**src/sv/bcrc32_pkg.sv**
```systemverilog
// ----------------------------------------------------------------------------
// bcrc32_pkg
// Shared constants and the byte fold function for the reflected CRC-32 engine.
// ----------------------------------------------------------------------------
package bcrc32_pkg;

  localparam int unsigned CRC_W    = 32;
  localparam int unsigned BYTE_W   = 8;
  localparam int unsigned APB_AW   = 3;
  localparam int unsigned APB_DW   = 32;

  localparam logic [CRC_W-1:0] CRC_POLY = 32'hD801_8001;

  // register index, taken from paddr[2]
  typedef enum logic {
    REG_START_VALUE = 1'b0,
    REG_NONE        = 1'b1
  } reg_idx_e;

  // one byte folded LSB first, equivalent to the 256-entry reflected table
  function automatic logic [CRC_W-1:0] fold_byte(logic [CRC_W-1:0] crc,
                                                 logic [BYTE_W-1:0] b);
    logic [CRC_W-1:0] x;
    x = {{(CRC_W-BYTE_W){1'b0}}, crc[BYTE_W-1:0] ^ b};
    for (int i = 0; i < BYTE_W; i++) begin
      if (x[0]) begin
        x = (x >> 1) ^ CRC_POLY;
      end else begin
        x = x >> 1;
      end
    end
    return (crc >> BYTE_W) ^ x;
  endfunction

endpackage

```
**src/sv/bcrc32_apb.sv**
```systemverilog
// ----------------------------------------------------------------------------
// bcrc32_apb
// APB register slave holding the start value.
// ----------------------------------------------------------------------------
module bcrc32_apb (
  input  logic                              clk_i,
  input  logic                              rst_ni,
  input  logic                              psel,
  input  logic                              penable,
  input  logic                              pwrite,
  input  logic [bcrc32_pkg::APB_AW-1:0]     paddr,
  input  logic [bcrc32_pkg::APB_DW-1:0]     pwdata,
  output logic [bcrc32_pkg::APB_DW-1:0]     prdata,
  output logic                              pready,
  output logic [bcrc32_pkg::CRC_W-1:0]      start_value_o
);

  bcrc32_pkg::reg_idx_e          reg_idx;
  logic [bcrc32_pkg::CRC_W-1:0]  start_value_q;
  logic [bcrc32_pkg::CRC_W-1:0]  start_value_d;
  logic                          wr_en;

  assign reg_idx = bcrc32_pkg::reg_idx_e'(paddr[2]);
  assign pready  = 1'b1;
  assign wr_en   = psel && penable && pwrite && pready;

  always_comb begin
    start_value_d = start_value_q;
    if (wr_en && (reg_idx == bcrc32_pkg::REG_START_VALUE)) begin
      start_value_d = pwdata;
    end
  end

  always_ff @(posedge clk_i or negedge rst_ni) begin
    if (!rst_ni) begin
      start_value_q <= '0;
    end else begin
      start_value_q <= start_value_d;
    end
  end

  always_comb begin
    unique case (reg_idx)
      bcrc32_pkg::REG_START_VALUE: prdata = start_value_q;
      default:                     prdata = '0;
    endcase
  end

  assign start_value_o = start_value_q;

endmodule

```
**src/sv/bcrc32_fold.sv**
```systemverilog
// ----------------------------------------------------------------------------
// bcrc32_fold
// Seed select and one-byte reflected CRC update.
// ----------------------------------------------------------------------------
module bcrc32_fold (
  input  logic [bcrc32_pkg::CRC_W-1:0]   crc_i,
  input  logic [bcrc32_pkg::CRC_W-1:0]   start_value_i,
  input  logic                           start_i,
  input  logic [bcrc32_pkg::BYTE_W-1:0]  byte_i,
  output logic [bcrc32_pkg::CRC_W-1:0]   crc_o
);

  logic [bcrc32_pkg::CRC_W-1:0] seed;

  assign seed  = start_i ? start_value_i : crc_i;
  assign crc_o = bcrc32_pkg::fold_byte(seed, byte_i);

endmodule

```
**src/sv/bytewise_reflected_crc32.sv**
```systemverilog
// ----------------------------------------------------------------------------
// bytewise_reflected_crc32
// Reflected CRC-32 (poly 0xD8018001), one byte per word, no final XOR.
// ----------------------------------------------------------------------------
// Pipeline: input register -> fold -> result register.
// Throughput: 1 word per cycle unless the output stream stalls (m_axis_tready low).
// The result register doubles as the running CRC.
// Reset: running CRC and start value clear to 0, both stages empty.
// ----------------------------------------------------------------------------
module bytewise_reflected_crc32 (
  input  logic                               clk_i,
  input  logic                               rst_ni,
  // APB
  input  logic                               psel,
  input  logic                               penable,
  input  logic                               pwrite,
  input  logic [bcrc32_pkg::APB_AW-1:0]      paddr,
  input  logic [bcrc32_pkg::APB_DW-1:0]      pwdata,
  output logic [bcrc32_pkg::APB_DW-1:0]      prdata,
  output logic                               pready,
  // input stream
  input  logic                               s_axis_tvalid,
  output logic                               s_axis_tready,
  input  logic [bcrc32_pkg::BYTE_W-1:0]      s_axis_tdata,  // [7:0] data_byte
  input  logic                               s_axis_tuser,  // [0] start_req
  input  logic                               s_axis_tlast,
  // output stream
  output logic                               m_axis_tvalid,
  input  logic                               m_axis_tready,
  output logic [bcrc32_pkg::CRC_W-1:0]       m_axis_tdata,  // [31:0] crc_value
  output logic                               m_axis_tlast   // final_res
);

  logic [bcrc32_pkg::CRC_W-1:0]  start_value;
  logic [bcrc32_pkg::CRC_W-1:0]  crc_next;

  logic                          in_valid_q, in_valid_d;
  logic [bcrc32_pkg::BYTE_W-1:0] in_byte_q;
  logic                          in_start_q;
  logic                          in_last_q;

  logic                          out_valid_q, out_valid_d;
  logic [bcrc32_pkg::CRC_W-1:0]  out_crc_q, out_crc_d;
  logic                          out_last_q;

  logic                          in_fire;
  logic                          adv;

  bcrc32_apb u_apb (
    .clk_i         (clk_i),
    .rst_ni        (rst_ni),
    .psel          (psel),
    .penable       (penable),
    .pwrite        (pwrite),
    .paddr         (paddr),
    .pwdata        (pwdata),
    .prdata        (prdata),
    .pready        (pready),
    .start_value_o (start_value)
  );

  bcrc32_fold u_fold (
    .crc_i         (out_crc_q),
    .start_value_i (start_value),
    .start_i       (in_start_q),
    .byte_i        (in_byte_q),
    .crc_o         (crc_next)
  );

  assign adv           = in_valid_q && (!out_valid_q || m_axis_tready);
  assign s_axis_tready = !in_valid_q || adv;
  assign in_fire       = s_axis_tvalid && s_axis_tready;

  assign in_valid_d  = in_fire || (in_valid_q && !adv);
  assign out_valid_d = adv || (out_valid_q && !m_axis_tready);
  assign out_crc_d   = adv ? crc_next : out_crc_q;

  always_ff @(posedge clk_i or negedge rst_ni) begin
    if (!rst_ni) begin
      in_valid_q  <= 1'b0;
      out_valid_q <= 1'b0;
      out_crc_q   <= '0;
    end else begin
      in_valid_q  <= in_valid_d;
      out_valid_q <= out_valid_d;
      out_crc_q   <= out_crc_d;
    end
  end

  always_ff @(posedge clk_i) begin
    if (in_fire) begin
      in_byte_q  <= s_axis_tdata;
      in_start_q <= s_axis_tuser;
      in_last_q  <= s_axis_tlast;
    end
    if (adv) begin
      out_last_q <= in_last_q;
    end
  end

  assign m_axis_tvalid = out_valid_q;
  assign m_axis_tdata  = out_crc_q;
  assign m_axis_tlast  = out_last_q;

  a_drain_empties: assert property (@(posedge clk_i) disable iff (!rst_ni)
    (out_valid_q && m_axis_tready && !adv) |=> !out_valid_q)
    else $error("result stage not emptied after drain");

  a_adv_loads: assert property (@(posedge clk_i) disable iff (!rst_ni)
    adv |=> (out_valid_q && (out_last_q == $past(in_last_q))))
    else $error("result stage not loaded on advance");

  a_stall_cause: assert property (@(posedge clk_i) disable iff (!rst_ni)
    !s_axis_tready |-> (in_valid_q && out_valid_q && !m_axis_tready))
    else $error("input stalled without downstream backpressure");

  a_start_seed: assert property (@(posedge clk_i) disable iff (!rst_ni)
    (adv && in_start_q) |=>
      (out_crc_q == bcrc32_pkg::fold_byte($past(start_value), $past(in_byte_q))))
    else $error("start word not seeded from start value");

  a_hold_crc: assert property (@(posedge clk_i) disable iff (!rst_ni)
    !adv |=> $stable(out_crc_q))
    else $error("running crc changed without a word");

endmodule
```
**config.mk**
```make
export PLATFORM = sky130hd
export DESIGN_NAME = bytewise_reflected_crc32
export DESIGN_NICKNAME = d
export VERILOG_FILES = /design/src/sv/bcrc32_pkg.sv /design/src/sv/bcrc32_apb.sv /design/src/sv/bcrc32_fold.sv /design/src/sv/bytewise_reflected_crc32.sv
export SDC_FILE = /design/constraint.sdc
export NUM_CORES = 1
export LEC_CHECK = 0
export ABC_CLOCK_PERIOD_IN_PS = 1950
export BUFFER_PORTS_ARGS = -buffer_cell sky130_fd_sc_hd__clkbuf_2
export CORE_UTILIZATION = 45
export CTS_BUF_LIST = sky130_fd_sc_hd__clkbuf_8
export DETAILED_ROUTE_END_ITERATION = 12
export PLACE_DENSITY = 0.75
export SYNTH_ARGS = -nofsm -noshare
export SYNTH_HDL_FRONTEND = slang
export SYNTH_SLANG_ARGS = --single-unit
```
**constraint.sdc**
```tcl
create_clock -name clk_i -period 1.95 [get_ports clk_i]
set_input_delay 0.4875 -clock clk_i [delete_from_list [all_inputs] [get_ports clk_i]]
set_output_delay 0.4875 -clock clk_i [all_outputs]
set_load 0.02 [all_outputs]
```
==> impl_results.rst, run 1 <==
.. list-table::
   :header-rows: 1

   * - Metric
     - Value
   * - Maximum vdd drop
     - 0.641 mV
   * - Tmin final
     - roughly 2.1 ns
   * - Synthesis-stage register bit count
     - between 70 and 80
   * - Final count of hold timing violations
     - 0
   * - Core region area
     - between 7000 and 8000 µm²
   * - Depth of the worst register-to-register path
     - 8
   * - Root buffer cell
     - clkbuf_8
   * - Type of origin of the critical path
     - flip-flop
   * - Number of nets at the end of the flow
     - 490
   * - Max-capacitance violation count
     - 0
   * - Worst slack on hold paths
     - approximately 0.14 ns
   * - Endpoint of the worst-slack reg-to-reg timing path
     - m_axis_tdata[28]
   * - Synthesized-area fraction occupied by ao, oa, aoi and oai cells
     - between 3 and 4%
   * - Final setup viols
     - 4
   * - Multiplexer fraction of the synthesized cell area
     - about a fifth
   * - Via count of the routed design
     - roughly 2.6k
   * - DRC violation total after the first TritonRoute iteration
     - around 110
   * - Kind of cell adding the most delay to the critical path
     - XOR/XNOR gates
   * - Clock edge transition at the registers on the reported setup and hold paths
     - 0.08 ns
   * - DRT Pass-1 Iters
     - 4
   * - Area growth from synthesis to layout
     - 33.4%
   * - Hold bufs inserted after CTS
     - 0
   * - Rows
     - 32
   * - Area of the mapped netlist
     - ~3700 µm²
   * - Fraction of the core area covered by cells at the end of the flow
     - 62.7%
   * - Chip Width
     - about 90 µm
   * - Number of different library cells in the post-synthesis netlist
     - 25
   * - Fraction of final layout cells with drive strength greater than 1
     - between 40% and 50%
   * - Total wire length
     - 8.51 mm
   * - Number of H-tree levels
     - 3
   * - Count of buffers from port buffering
     - around 120
   * - Leading cell types in the layout, fill and taps excluded
     - clkbuf_2 (115), dfrtp_1 (66), mux2_2 (34), nand2_1 (34), nor2b_1 (32)
   * - Upper clock frequency limit
     - 475 MHz
   * - Instance area at placement
     - about 4500 µm²
   * - Mean instance size in the synthesized netlist
     - 12.4 µm²
   * - Number of buffers created by CTS
     - 9
   * - Failing checks
     - setup timing
   * - Critical-path cell list
     - buf_6 -> mux2i_4 -> xnor2_2 -> xor2_2 -> xor2_2 -> xnor2_2 -> xor2_1 -> o21ai_1
   * - Sequential share of the synthesized area
     - between 50% and 60%
   * - Share of the synthesized netlist area taken by xor and xnor gates
     - a little under a tenth
   * - Routed Antenna Nets
     - 0
   * - DIE HEIGHT
     - 92.3 µm
   * - Cells after Synth
     - 296
   * - Clock tree from TritonCTS
     - done
   * - Setup repair after global routing missed its margin
     - yes
   * - Result of the run
     - finished with violations
   * - Initial antenna violation count
     - 0
   * - Slowest cell on the critical path
     - edfxtp_1
   * - Longest Clk Path Bufs
     - 2
   * - Crit path buf inv count
     - 1
   * - Number of synthesis warnings
     - 0
   * - Most common cell after layout, fill and taps aside
     - clkbuf_2
   * - Static power due to leakage
     - between 2 and 2.5 nW
   * - Clock sink count
     - between 70 and 80
   * - Simple-Gate Fraction of Synth Area
     - 10.4%
   * - Min-delay worst type
     - primary input to async pin
   * - Worst reg2reg path startpoint
     - in_start_q
   * - Worst-Skew Late Latency
     - ~0.35 ns
   * - Total count of max-transition violations in the final report
     - 0
   * - Vias in the first global route
     - around 2.6k
   * - Power density normalized to cell area
     - around 1400 nW/µm²
   * - Dominant combinational cell family by area after synthesis
     - multiplexers
   * - Detail Placement HPWL
     - around 6.1 mm
   * - Biggest fanout along the worst timing path
     - 5
   * - Critical Setup Path Class
     - flip-flop to flip-flop
   * - Global route overflow
     - 0
   * - Global-route wire length before repair
     - between 10 and 15 mm
   * - Final clock skew
     - between 0.01 and 0.015 ns
   * - Required time reported for the critical path endpoint
     - between 2 and 2.5 ns
   * - Synth Net Count
     - 348
   * - Tcrit/Tclk final
     - 108%
   * - Antenna diode count
     - 0
   * - DRC violation count after routing
     - 0
   * - Worst reg-to-reg setup slack
     - -0.16 ns
   * - Fraction of the mapped netlist area in adder cells
     - 0%
   * - I/O Pins
     - 120
   * - Total GRT Usage
     - 21.1%
   * - Worst setup margin
     - -0.156 ns
   * - Effective utilization at floorplan
     - ~47%
   * - Arrival @ worst endpoint
     - 2.35 ns
   * - Final instance area
     - roughly 4900 µm²
   * - Average routed wire per standard cell
     - about 16 µm
   * - Via density
     - between 4 and 5
   * - Pin count of the biggest net entering global routing
     - between 60 and 70
   * - Critical Path Sink Type
     - flip-flop
   * - Routability-driven placement congestion ratio
     - between 0.7 and 0.8
   * - Die Outline Area
     - 8520 µm²
   * - Worst stage delay on the critical path
     - 0.45 ns
==> registers in the layout, indices dropped and copies added, names as in the netlist <==
name                 flops
m_axis_tdata            32
u_apb.start_value_o     32
in_byte_q                8
in_last_q                1
in_start_q               1
in_valid_q               1
m_axis_tlast             1
m_axis_tvalid            1
==> through the flow <==
step                      total power, mW  worst slack [ns]  std cells  setup TNS, ns
after floorplan                      4.28           -0.0569        296         -0.141
after global placement               5.25           -0.0904        517         -0.237
after detailed placement             5.30            -0.135        517         -0.404
after CTS                            6.74           -0.0799        538         -0.232
after global routing                 7.40            -0.271        545          -1.05
final                                6.99            -0.156        545         -0.610
==> synth_stat cells <==
| cell | instances | area share [%] |
|---|---|---|
| nand4b_1 | 1 | 0.24 |
| xor2_1 | 14 | 3.3 |
| buf_4 | 1 | 0.20 |
| mux2i_4 | 1 | 0.61 |
| dfrtp_1 | 66 | 45 |
| inv_1 | 1 | 0.10 |
| nand2_1 | 37 | 3.8 |
| clkbuf_1 | 13 | 1.3 |
| xnor2_2 | 7 | 3.1 |
| mux2i_1 | 29 | 7.9 |
| conb_1 | 1 | 0.10 |
| nor2b_1 | 32 | 5.5 |
| buf_12 | 1 | 0.55 |
| o21ai_1 | 3 | 0.41 |
| edfxtp_1 | 11 | 9.0 |
| and2_1 | 1 | 0.17 |
| xor2_2 | 2 | 0.89 |
| nand3b_1 | 1 | 0.20 |
| buf_6 | 1 | 0.31 |
| buf_2 | 1 | 0.14 |
| mux2_2 | 34 | 10 |
| mux2i_2 | 2 | 0.75 |
| nand2b_1 | 3 | 0.51 |
| o21ai_0 | 24 | 3.3 |
| xnor2_1 | 9 | 2.1 |
==> logic make-up (layout without fill, tap and decap cells) <==
kind of cell | after synthesis | after routing
multiplexers | 66 | 66
XOR/XNOR | 32 | 32
other | 1 | 1
buffers and inverters | 18 | 165
AND/OR/NAND/NOR | 75 | 75
AO/OA/AOI/OAI | 27 | 27
flip-flops | 77 | 77
==> area by class of cell <==
cell class,instances,area [µm²]
fill,654,2920
sequential,77,1980
multi-input combinational,201,1690
timing repair buffer,148,878
tap,102,128
clock buffer,9,124
clock inverter,7,91.3
inverter,1,3.75
==> timing repair <==
action,in CTS,in global routing
pin swaps,7,9
gates resized for setup,7,11
setup endpoints to repair,4,4
setup buffers,5,7
==> worst max-delay path by stage <==
stage | start | to | slack [ns] | depth (start not counted)
6_report | in_start_q | m_axis_tdata[28] | -0.16 | 8
5_1_grt | in_start_q | m_axis_tdata[28] | -0.27 | 8
3_3_place_gp | in_start_q | m_axis_tdata[28] | -0.09 | 8
3_5_place_dp | in_start_q | m_axis_tdata[28] | -0.13 | 8
2_1_floorplan | in_start_q | m_axis_tdata[28] | -0.06 | 9
4_1_cts | in_start_q | m_axis_tdata[28] | -0.08 | 8
==> per-layer routing <==
metal / wire [µm] / up-vias / share of wire, % / global-route usage (%)
met1: 3820 / 1278 / 45 / 28.8
met4: 128 / 0 / 1.5 / 7.81
met5: 0 / - / 0 / 0
li1: - / 1270 / - / -
met3: 449 / 10 / 5.3 / 5.67
met2: 4110 / 74 / 48 / 32.4
==> power breakdown <==
part / total [mW] / leakage [nW] / internal, mW / switching, mW
Sequential: 2.54 / 0.906 / 2.10 / 0.443
Combinational: 3.16 / 1.38 / 1.50 / 1.66
Clock: 1.29 / 0.114 / 0.716 / 0.577
No activity file was read; power rests on OpenSTA's default activity.
==> run 2: changes to the inputs <==
CELL_PAD_IN_SITES_DETAIL_PLACEMENT = 1   (was unset)
CELL_PAD_IN_SITES_GLOBAL_PLACEMENT = 1   (was unset)
CORE_UTILIZATION = 37   (was 45)
PLACE_DENSITY = unset   (was 0.75)
PLACE_DENSITY_LB_ADDON = 0.1   (was unset)
==> run 2 against run 1 <==
The run still ends with setup timing left; largest power group unchanged; power shrank 1.8%; die area up 21%; cell count increased by 4.0%; first-iteration DRC count decreased by 81%.
==> impl_results.rst, run 2 (same netlist as run 1, synthesis figures left out) <==
.. list-table::
   :header-rows: 1

   * - Metric
     - Value
   * - Area growth from synthesis to layout
     - 32.4%
   * - Fraction of final layout cells with drive strength greater than 1
     - 47.3%
   * - Biggest fanout along the worst timing path
     - 12
   * - Vias in the first global route
     - 2,745
   * - Flop pwr share
     - a little over a third
   * - Number of buffers created by CTS
     - 9
   * - Chip Width
     - a little over 100 µm
   * - Most common cell type on the critical path
     - xor2_1
   * - Clock tree from TritonCTS
     - done
   * - DRT Pass-1 Iters
     - 2
   * - Pin count of the biggest net entering global routing
     - 49
   * - Total wire length
     - slightly above 9 mm
   * - Worst-Skew Late Latency
     - 0.34 ns
   * - Initial antenna violation count
     - 0
   * - Type of origin of the critical path
     - flip-flop
   * - DIE HEIGHT
     - approximately 100 µm
   * - Result of the run
     - finished with violations
   * - Worst setup margin
     - -0.187 ns
   * - Routability-driven placement congestion ratio
     - 0.784
   * - Power density normalized to cell area
     - between 1000 and 1500 nW/µm²
   * - Slowest cell on the critical path
     - edfxtp_1
   * - Worst slack on hold paths
     - 0.0938 ns
   * - Root buffer cell
     - clkbuf_8
   * - DRC violation count after routing
     - 0
   * - Core region area
     - 9420 µm²
   * - Critical-path cell list
     - buf_12 -> mux2i_1 -> xnor2_1 -> xor2_1 -> xor2_1 -> xnor2_2 -> xor2_1 -> o21ai_1
   * - Maximum vdd drop
     - roughly 0.60 mV
   * - Via count of the routed design
     - ~2.6k
   * - Final clock skew
     - around 0.012 ns
   * - Global route overflow
     - 0
   * - Kind of cell adding the most delay to the critical path
     - XOR/XNOR gates
   * - Combinational share of power
     - between 40% and 50%
   * - Max-capacitance violation count
     - 0
   * - Fraction of power spent switching nets
     - between 30% and 40%
   * - Placement-stage worst setup slack
     - -0.187 ns
   * - Post-route insts no fill
     - 567
   * - Routed Antenna Nets
     - 0
   * - Total GRT Usage
     - 19.8%
   * - Static power due to leakage
     - roughly 2.4 nW
   * - Effective utilization at floorplan
     - between 30% and 40%
   * - Min-delay worst type
     - primary input to async pin
   * - Worst relative slew slack
     - ~64%
   * - Clock Power Share
     - ~22%
   * - Count of buffers from port buffering
     - approximately 120
   * - Failing checks
     - setup timing
   * - Placed cell count
     - approximately 550
   * - Leading cell types in the layout, fill and taps excluded
     - clkbuf_2 (115), dfrtp_1 (66), nand2_1 (36)
   * - Net switching power figure
     - approximately 2.6 mW
   * - Number of H-tree levels
     - 3
   * - Clock edge transition at the registers on the reported setup and hold paths
     - 0.09 ns
   * - Internal portion of total power
     - 4.30 mW
   * - Global-route wire length before repair
     - around 15 mm
   * - Final setup viols
     - 4
   * - Hold bufs inserted after CTS
     - 0
   * - Tcrit/Tclk final
     - 110%
   * - Setup repair after global routing missed its margin
     - yes
   * - Critical Path Sink Type
     - flip-flop
   * - Number of nets at the end of the flow
     - 485
   * - Worst stage delay on the critical path
     - 0.42 ns
   * - Worst reg-to-reg setup slack
     - -0.19 ns
   * - Arrival @ worst endpoint
     - approximately 2.4 ns
   * - Upper clock frequency limit
     - roughly 470 MHz
   * - Final count of hold timing violations
     - 0
   * - Transition time at the pin with the least slew margin
     - approximately 0.54 ns
   * - Critical Setup Path Class
     - flip-flop to flip-flop
   * - Required time reported for the critical path endpoint
     - around 2.2 ns
   * - DRC violation total after the first TritonRoute iteration
     - 21
   * - Die Outline Area
     - a little over 10,000 µm²
   * - Most common cell after layout, fill and taps aside
     - clkbuf_2
   * - Antenna diode count
     - 0
   * - Longest Clk Path Bufs
     - 2
   * - Rows
     - 35
   * - Detail Placement HPWL
     - 6.98 mm
   * - Average routed wire per standard cell
     - 16.5 µm
   * - I/O Pins
     - between 100 and 150
   * - Total count of max-transition violations in the final report
     - 0
   * - Clock sink count
     - a little under 80
   * - Via density
     - 4.60
   * - Final instance area
     - ~4900 µm²
   * - Crit path buf inv count
     - 1
   * - Instance area at placement
     - between 4000 and 5000 µm²
   * - Tmin final
     - around 2.1 ns
-- run 2: final timing paths --
kind                                    from                      end  cells past startpoint
worst max-delay path              in_start_q         m_axis_tdata[28]                      8
worst min-delay path                  rst_ni   u_apb.start_value_o[6]                      1
worst max register to register    in_start_q         m_axis_tdata[28]                      8
worst min register to register     in_last_q             m_axis_tlast                      0
max in group asynchronous             rst_ni  u_apb.start_value_o[11]                      2
min in group clk_i              s_axis_tuser               in_start_q                      1
-- run 2: final cells by class --
type | instances | area [µm²]
flip-flops and latches | 77 | 1980
well taps | 129 | 161
clock buffers | 11 | 151
clock inverters | 5 | 98.8
inverters | 1 | 3.75
multi-input cells | 201 | 1610
repair buffers | 143 | 848
fillers | 1046 | 4560
-- run 2: stage by stage --
| step | utilization [%] | setup TNS [ns] | power [mW] |
|---|---|---|---|
| 2_1_floorplan | - | -0.141 | 4.28 |
| 3_3_place_gp | 48.2 | -0.218 | 5.30 |
| 3_5_place_dp | 48.2 | -0.579 | 5.37 |
| 4_1_cts | 51.3 | -0.549 | 6.94 |
| 5_1_grt | 51.6 | -1.14 | 7.31 |
| 6_report | 51.6 | -0.517 | 6.87 |
-- run 2: power groups by stage --
stage          Combinational, mW  Clock, mW  Sequential (mW)
2_1_floorplan               1.49          0             2.79
3_3_place_gp                2.77          0             2.53
3_5_place_dp                2.83          0             2.54
4_1_cts                     2.88       1.54             2.52
5_1_grt                     3.13       1.60             2.58
6_report                    2.86       1.50             2.51
-- run 2: timing repair --
action                                  in CTS  in global routing
gates cloned                                 0                  0
pin swaps                                    2                  2
buffers inserted                             2                  3
gates resized for setup                      2                  1
endpoints found under the setup margin       4                  4
-- run 2: routing by layer --
layer / part of all wire [%] / global-route usage, %
met3: 4.0 / 3.24
met1: 45 / 26.4
met5: 0 / 0
met4: 1.1 / 6.35
met2: 50 / 33.0
